===== src/ttsi_pkg.sv =====
// Shared types, character codes and the digit decoder for the text-to-integer unit.
package ttsi_pkg;

  typedef enum logic [2:0] {
    PH_SPACE,
    PH_SIGN,
    PH_ZERO,
    PH_XPFX,
    PH_DIGITS,
    PH_DONE
  } parse_phase_t;

  typedef enum logic [1:0] {
    DS_NONE,
    DS_DIGITS,
    DS_OVERFLOW
  } digit_status_t;

  localparam logic [7:0] CH_NUL   = 8'h00;
  localparam logic [7:0] CH_TAB   = 8'h09;
  localparam logic [7:0] CH_LF    = 8'h0A;
  localparam logic [7:0] CH_VT    = 8'h0B;
  localparam logic [7:0] CH_FF    = 8'h0C;
  localparam logic [7:0] CH_CR    = 8'h0D;
  localparam logic [7:0] CH_SPACE = 8'h20;
  localparam logic [7:0] CH_PLUS  = 8'h2B;
  localparam logic [7:0] CH_MINUS = 8'h2D;
  localparam logic [7:0] CH_0     = 8'h30;
  localparam logic [7:0] CH_9     = 8'h39;
  localparam logic [7:0] CH_UA    = 8'h41;
  localparam logic [7:0] CH_UX    = 8'h58;
  localparam logic [7:0] CH_UZ    = 8'h5A;
  localparam logic [7:0] CH_LA    = 8'h61;
  localparam logic [7:0] CH_LX    = 8'h78;
  localparam logic [7:0] CH_LZ    = 8'h7A;

  localparam logic [5:0] BASE_AUTO  = 6'd0;
  localparam logic [5:0] BASE_MIN   = 6'd2;
  localparam logic [5:0] BASE_OCT   = 6'd8;
  localparam logic [5:0] BASE_DEC   = 6'd10;
  localparam logic [5:0] BASE_HEX   = 6'd16;
  localparam logic [5:0] BASE_MAX   = 6'd36;
  localparam logic [5:0] BASE_RESET = 6'd10;

  // above every legal base, so it never passes the digit check
  localparam logic [5:0] NO_DIGIT = 6'd63;

  function automatic logic [5:0] digit_of(input logic [7:0] c);
    logic [7:0] d;
    d = 8'd0;
    if (c >= CH_0 && c <= CH_9) begin
      d = c - CH_0;
    end else if (c >= CH_UA && c <= CH_UZ) begin
      d = c - (CH_UA - 8'd10);
    end else if (c >= CH_LA && c <= CH_LZ) begin
      d = c - (CH_LA - 8'd10);
    end else begin
      d = {2'b00, NO_DIGIT};
    end
    return d[5:0];
  endfunction

  function automatic logic is_space(input logic [7:0] c);
    return c == CH_SPACE || c == CH_TAB || c == CH_LF || c == CH_CR ||
           c == CH_FF || c == CH_VT;
  endfunction

endpackage


===== src/text_to_signed_integer_radix_unit.sv =====
// Streaming string-to-signed-integer converter, one character per request.
//
// Accepts one character per clock cycle while in_stall is low. A character passes an input
// register and is then folded into the parse state by combinational logic: one
// LONG_BITS x 6 multiply-add and one compare against the signed limit, which
// sets the cycle time. A zero character ends the string; its result is written
// to the output register when the character leaves the input register, and the
// parse state is cleared for the next string. The base register is sampled at
// the first character after whitespace and sign. in_stall rises only when a
// terminating character is waiting and the output register is still held.
module text_to_signed_integer_radix_unit
  import ttsi_pkg::*;
#(
  parameter int LONG_BITS   = 64,
  parameter int OFFSET_BITS = 16
) (
  input  logic                          clk,
  input  logic                          rst,
  input  logic                          write_enable,
  input  logic [5:0]                    write_data,
  input  logic                          in_valid,
  output logic                          in_stall,
  input  logic [7:0]                    character,
  output logic                          out_valid,
  input  logic                          out_stall,
  output logic signed [63:0]            value,
  output logic                          overflow,
  output logic                          any_digits,
  output logic [OFFSET_BITS-1:0]        end_offset
);

  localparam int PW = LONG_BITS + 7;
  localparam logic [OFFSET_BITS-1:0] POS_MAX = {OFFSET_BITS{1'b1}};

  logic [5:0]             number_base;
  logic                   s1_valid;
  logic [7:0]             s1_char;

  parse_phase_t           parse_phase, parse_phase_next;
  logic                   negative_sign, negative_sign_next;
  logic [5:0]             active_base, active_base_next;
  logic [LONG_BITS-1:0]   accumulator, accumulator_next;
  digit_status_t          digit_status, digit_status_next;
  logic [OFFSET_BITS-1:0] char_position, char_position_next;

  logic                   advance;
  logic                   fire;
  logic                   term;

  logic                   c_space, c_sign, c_x, zero_pfx;
  logic [5:0]             d, first_base, use_base, take_d;
  logic                   do_first, do_digit, digit_ok, do_take, hex_ok;
  logic                   step_pos, back_pos;
  logic [PW-1:0]          prod, lim;
  logic                   over;

  logic signed [LONG_BITS-1:0] sval;

  // input register moves unless a terminator is blocked by a held result
  assign term     = (s1_char == CH_NUL);
  assign advance  = !s1_valid || !(term && out_valid && out_stall);
  assign in_stall = s1_valid && !advance;
  assign fire     = s1_valid && advance;

  always_ff @(posedge clk) begin
    if (rst) begin
      number_base <= BASE_RESET;
    end else if (write_enable) begin
      number_base <= write_data;
    end
  end

  always_ff @(posedge clk) begin
    if (rst) begin
      s1_valid <= 1'b0;
    end else if (advance) begin
      s1_valid <= in_valid;
    end
  end

  always_ff @(posedge clk) begin
    if (advance && in_valid) begin
      s1_char <= character;
    end
  end

  // character classification
  assign c_space    = is_space(s1_char);
  assign c_sign     = (s1_char == CH_PLUS) || (s1_char == CH_MINUS);
  assign c_x        = (s1_char == CH_LX) || (s1_char == CH_UX);
  assign d          = digit_of(s1_char);
  assign hex_ok     = (d < BASE_HEX);
  assign zero_pfx   = ((number_base == BASE_AUTO) || (number_base == BASE_HEX)) &&
                      (s1_char == CH_0);
  assign first_base = (number_base == BASE_AUTO) ? BASE_DEC : number_base;

  assign do_first = ((parse_phase == PH_SPACE) && !c_space && !c_sign) ||
                    (parse_phase == PH_SIGN);
  assign use_base = (do_first) ? first_base : active_base;
  assign do_digit = (do_first && !zero_pfx) ||
                    ((parse_phase == PH_ZERO) && !c_x) ||
                    ((parse_phase == PH_XPFX) && hex_ok) ||
                    (parse_phase == PH_DIGITS);
  assign digit_ok = (use_base >= BASE_MIN) && (use_base <= BASE_MAX) && (d < use_base);
  assign do_take  = (do_first && zero_pfx) || (do_digit && digit_ok);
  assign take_d   = (do_first && zero_pfx) ? 6'd0 : d;

  // acc*base + d > lim is the same test as comparing against lim/base and lim%base
  assign prod = PW'(accumulator) * PW'(use_base) + PW'(take_d);
  assign lim  = (PW'(1) << (LONG_BITS - 1)) - PW'(!negative_sign);
  assign over = (digit_status == DS_OVERFLOW) || (prod > lim);

  assign step_pos = ((parse_phase == PH_SPACE) && (c_space || c_sign)) ||
                    ((parse_phase == PH_ZERO) && c_x) ||
                    do_take;
  assign back_pos = (parse_phase == PH_XPFX) && !hex_ok;

  // next phase
  always_comb begin
    parse_phase_next = parse_phase;
    unique case (parse_phase)
      PH_SPACE, PH_SIGN: begin
        if ((parse_phase == PH_SPACE) && c_space) begin
          parse_phase_next = PH_SPACE;
        end else if ((parse_phase == PH_SPACE) && c_sign) begin
          parse_phase_next = PH_SIGN;
        end else if (zero_pfx) begin
          parse_phase_next = PH_ZERO;
        end else begin
          parse_phase_next = digit_ok ? PH_DIGITS : PH_DONE;
        end
      end
      PH_ZERO: begin
        if (c_x) begin
          parse_phase_next = PH_XPFX;
        end else begin
          parse_phase_next = digit_ok ? PH_DIGITS : PH_DONE;
        end
      end
      PH_XPFX: begin
        parse_phase_next = (hex_ok && digit_ok) ? PH_DIGITS : PH_DONE;
      end
      PH_DIGITS: begin
        parse_phase_next = digit_ok ? PH_DIGITS : PH_DONE;
      end
      PH_DONE: begin
        parse_phase_next = PH_DONE;
      end
      default: begin
        parse_phase_next = PH_DONE;
      end
    endcase
  end

  // datapath next values
  always_comb begin
    negative_sign_next = negative_sign;
    active_base_next   = active_base;
    accumulator_next   = accumulator;
    digit_status_next  = digit_status;
    char_position_next = char_position;

    if ((parse_phase == PH_SPACE) && !c_space && c_sign) begin
      negative_sign_next = (s1_char == CH_MINUS);
    end

    if (do_first) begin
      if (zero_pfx) begin
        active_base_next = (number_base == BASE_AUTO) ? BASE_OCT : BASE_HEX;
      end else begin
        active_base_next = first_base;
      end
    end else if ((parse_phase == PH_ZERO) && c_x) begin
      active_base_next = BASE_HEX;
    end

    if (do_take) begin
      if (over) begin
        digit_status_next = DS_OVERFLOW;
      end else begin
        accumulator_next  = prod[LONG_BITS-1:0];
        digit_status_next = DS_DIGITS;
      end
    end

    if (step_pos) begin
      if (char_position != POS_MAX) begin
        char_position_next = char_position + OFFSET_BITS'(1);
      end
    end else if (back_pos) begin
      // "0x" with no hex digit: the offset points back at the x
      if (char_position != POS_MAX && char_position != '0) begin
        char_position_next = char_position - OFFSET_BITS'(1);
      end
    end
  end

  always_ff @(posedge clk) begin
    if (rst) begin
      parse_phase   <= PH_SPACE;
      negative_sign <= 1'b0;
      active_base   <= '0;
      accumulator   <= '0;
      digit_status  <= DS_NONE;
      char_position <= '0;
    end else if (fire) begin
      if (term) begin
        parse_phase   <= PH_SPACE;
        negative_sign <= 1'b0;
        active_base   <= '0;
        accumulator   <= '0;
        digit_status  <= DS_NONE;
        char_position <= '0;
      end else begin
        parse_phase   <= parse_phase_next;
        negative_sign <= negative_sign_next;
        active_base   <= active_base_next;
        accumulator   <= accumulator_next;
        digit_status  <= digit_status_next;
        char_position <= char_position_next;
      end
    end
  end

  // result value in LONG_BITS, sign-extended on output
  always_comb begin
    sval = '0;
    unique case (digit_status_next)
      DS_OVERFLOW: begin
        sval = negative_sign_next ? {1'b1, {(LONG_BITS-1){1'b0}}}
                                  : {1'b0, {(LONG_BITS-1){1'b1}}};
      end
      DS_DIGITS: begin
        sval = negative_sign_next ? -accumulator_next : accumulator_next;
      end
      default: begin
        sval = '0;
      end
    endcase
  end

  always_ff @(posedge clk) begin
    if (rst) begin
      out_valid <= 1'b0;
    end else if (fire && term) begin
      out_valid <= 1'b1;
    end else if (!out_stall) begin
      out_valid <= 1'b0;
    end
  end

  always_ff @(posedge clk) begin
    if (fire && term) begin
      value      <= 64'(sval);
      overflow   <= (digit_status_next == DS_OVERFLOW);
      any_digits <= (digit_status_next != DS_NONE);
      end_offset <= (digit_status_next != DS_NONE) ? char_position_next : '0;
    end
  end

endmodule


===== config.mk =====
export PLATFORM = sky130hd
export DESIGN_NAME = text_to_signed_integer_radix_unit
export DESIGN_NICKNAME = d
export VERILOG_FILES = /design/src/ttsi_pkg.sv /design/src/text_to_signed_integer_radix_unit.sv
export SDC_FILE = /design/constraint.sdc
export NUM_CORES = 1
export LEC_CHECK = 0
export BUFFER_PORTS_ARGS = -buffer_cell sky130_fd_sc_hd__buf_2
export CAP_MARGIN = 40
export CORE_ASPECT_RATIO = 0.6
export CORE_MARGIN = 2
export CORE_UTILIZATION = 48
export DETAILED_ROUTE_END_ITERATION = 8
export PLACE_DENSITY = 0.76
export RECOVER_POWER = 100
export SYNTH_ARGS = -nofsm -noshare
export SYNTH_HDL_FRONTEND = slang
export SYNTH_SLANG_ARGS = --single-unit

===== constraint.sdc =====
create_clock -name clk -period 34.9 [get_ports clk]
set_clock_uncertainty 0.05 [all_clocks]
set_input_delay 3.49 -clock clk [delete_from_list [all_inputs] [get_ports clk]]
set_output_delay 3.49 -clock clk [all_outputs]
set_load 0.005 [all_outputs]

==> results.sh <==
export IMPL_viasPerCell=6.37
export IMPL_insertion_delay_ps=480
export IMPL_period_share_pct=55.7
export IMPL_crit_type="flop to flop"
export IMPL_p_sw_mw=0.215
export IMPL_cts_tree="done"
export IMPL_num_antenna_cells=0
export IMPL_leakagePower_nw=13.2
export IMPL_ys_warn_count=0
export IMPL_first_pass_iters=6
export IMPL_drc=0
export IMPL_peakVddDrop_uv=36.3
export IMPL_fp_row_count=68
export IMPL_post_dp_hpwl_um=73400
export IMPL_start_kind="flop"
export IMPL_crit_path_max_incr_delay_ps=1960
export IMPL_cts_made_buffers=17
export IMPL_antenna_found_initial=0
export IMPL_grt_max_degree=67
export IMPL_synth_area_mm2=0.0279
export IMPL_failed_checks="max-capacitance violations, max-slew violations"
export IMPL_cts_resized=0
export IMPL_final_hold_violation_count=0
export IMPL_yosysTopAreaCell="fa_1"
export IMPL_synthTopCellsByCount="nand2_1, nor2_1, and2_1"
export IMPL_grt_pass1_vias=24800
export IMPL_clkPwrFrac_pct=35.4
export IMPL_status="finished, violations left"
export IMPL_die_x_um=315
export IMPL_synth_cells=3409
export IMPL_seq_power_share_pct=40.0
export IMPL_slowest_stage="clkbuf_1"
export IMPL_clock_sinks=190
export IMPL_overflow=0
export IMPL_coreArea_mm2=0.0575
export IMPL_cts_setup_buffers=0
export IMPL_drv_slew=406
export IMPL_yosysSeqAreaShare_pct=16.9
export IMPL_cts_reportedPaths_clkPinSlew_ps=80
export IMPL_setup_slack_ps=15470
export IMPL_postSynthAreaPerCell_um2=8.19
export IMPL_fin_crit_ps=19430
export IMPL_syn_num_nets=3916
export IMPL_grt_total_usage_pct=31.4
export IMPL_fillCellCount=5542
export IMPL_start_util_pct=48.5
export IMPL_drv_cap=10
export IMPL_async_flop_share_pct=0
export IMPL_synth_top_area_share_pct=18.1
export IMPL_hold_path_class="flop to flop"
export IMPL_setup_tns_final_ps=0
export IMPL_synth_edf_count=90
export IMPL_synthToLayoutAreaGrowth_pct=4.69
export IMPL_critPathMaxFanout=38
export IMPL_root_buffer="clkbuf_16"
export IMPL_synth_most_common_cell="nand2_1"
export IMPL_vias=26200
export IMPL_tightestPinTransition_ps=3600
export IMPL_port_buffers=102
export IMPL_drt_iter0_markers=3718
export IMPL_timing_fmax_mhz=51.5
export IMPL_gp_congestion=1.05
export IMPL_p_int_mw=0.387
export IMPL_die_y_um=191
export IMPL_slew_limit_headroom_pct=-140
export IMPL_die_area_mm2=0.0602
export IMPL_end_kind="flop"
export IMPL_whs_path_depth=2
export IMPL_nets=3838
export IMPL_grt_pass1_wl_um=148000
export IMPL_htreeDepth=4
export IMPL_rr_worst_depth=38
export IMPL_setup_viol=0
export IMPL_crit_arrival_ps=19560
export IMPL_cp_required_ps=35040
export IMPL_ant_nets=0
export IMPL_drive_gt1_share_pct=4.64
export IMPL_combPwrFrac_pct=24.7
export IMPL_place_ws_ps=20060
export IMPL_clk_path_buf_depth=2
export IMPL_dp_cells=4081
export IMPL_wl_um=94200
export IMPL_synthTopCellsByArea="fa_1, ha_1, edfxtp_1"
export IMPL_switching_share_pct=35.7
export IMPL_ys_types=93
export IMPL_p_per_area_mw_per_mm2=20.6
export IMPL_wire_per_inst_um=22.9
export IMPL_hold_buffers=0
export IMPL_synth_ff_type="dfxtp_1"
export IMPL_ios=103
export IMPL_fin_cells=4114
export IMPL_ys_seq_elements=190
export IMPL_grt_setup_unrepaired="no"
==> power by group through the flow <==
| stage | clock, mW | combinational, mW | sequential (mW) |
|---|---|---|---|
| after floorplan | 0 | 0.101 | 0.243 |
| after global placement | 0 | 0.140 | 0.245 |
| after detailed placement | 0 | 0.144 | 0.245 |
| after CTS | 0.212 | 0.144 | 0.240 |
| after global routing | 0.220 | 0.157 | 0.241 |
| final | 0.213 | 0.148 | 0.240 |
==> sequential cells by signal (all words and copies together) (netlist names), 3 cells and up <==
signal / count
accumulator: 64
parse_phase: 3
active_base: 6
char_position: 16
value: 64
number_base: 6
s1_char: 8
end_offset: 16
==> layout by cell type (no fill, tap or decap), types with 26 or more instances in the layout <==
cell type,n
xnor2_1,65
a21o_1,30
fa_1,252
clkbuf_1,75
ha_1,236
a22oi_1,52
nor3_1,62
nand2_1,376
and2_1,250
edfxtp_1,90
xor2_1,48
nand3_1,40
mux2_2,26
dfxtp_1,99
nor2b_1,32
nor2_1,290
buf_2,41
o21ai_0,177
a21oi_1,207
nor4_1,44
inv_1,228
a31oi_1,27
or3_1,29
mux2i_1,83
nand4_1,59
==> cell families (layout without fill, tap and decap cells) <==
logic type | count (synthesis) | in the layout | synth area share [%]
buffers and inverters | 462 | 397 | 6.37
XOR/XNOR | 113 | 113 | 3.55
AO/OA/AOI/OAI | 708 | 708 | 16.0
adder cells (fa/ha/maj) | 488 | 488 | 28.6
multiplexers | 123 | 123 | 4.60
AND/OR/NAND/NOR | 1325 | 1325 | 24.0
flip-flops | 190 | 190 | 16.9
==> through the flow <==
step	hold slack [ps]	total power [mW]	cell area, um^2	util [%]
4_1_cts	477	0.596	29400	51.1
3_3_place_gp	454	0.385	28700	49.9
5_1_grt	505	0.617	29200	50.8
6_report	475	0.601	29200	50.8
3_5_place_dp	459	0.389	28800	50.1
2_1_floorplan	426	0.344	27900	-
==> path summary, 6_finish.rpt <==
| path | start | slack [ps] | endpoint |
|---|---|---|---|
| worst min register to register | digit_status[1] | 480 | digit_status[1] |
| worst max-delay path | s1_char[4] | 15470 | value[27] |
| worst max register to register | s1_char[4] | 15470 | value[27] |
| worst min-delay path | digit_status[1] | 480 | digit_status[1] |
==> critical path, delay by kind of cell, from the launching register on <==
| family | cells | cell delay, ps |
|---|---|---|
| multiplexers | 2 | 1650 |
| flip-flops | 1 | 470 |
| adder cells (fa/ha/maj) | 7 | 2700 |
| buffers and inverters | 7 | 5790 |
| AO/OA/AOI/OAI | 10 | 2600 |
| XOR/XNOR | 1 | 470 |
| AND/OR/NAND/NOR | 11 | 5320 |
==> metal layers <==
metal / vias up / track usage, % / wire [um]
met5: - / 0 / 0
met4: 0 / 6.42 / 2190
met3: 163 / 11.0 / 14300
met2: 1743 / 41.4 / 35500
met1: 12600 / 48.4 / 42200
li1: 11700 / - / -
==> area by class of cell <==
class | instances | area, um^2 | share of cell area, %
Inverter | 229 | 861 | 2.95
Tap cell | 770 | 963 | 3.30
Sequential cell | 190 | 4710 | 16.1
Multi-Input combinational cell | 2757 | 21400 | 73.4
Timing Repair Buffer | 136 | 637 | 2.18
Clock inverter | 14 | 165 | 0.565
Clock buffer | 18 | 450 | 1.54
Note: power is estimated with default switching activity, not from simulation.
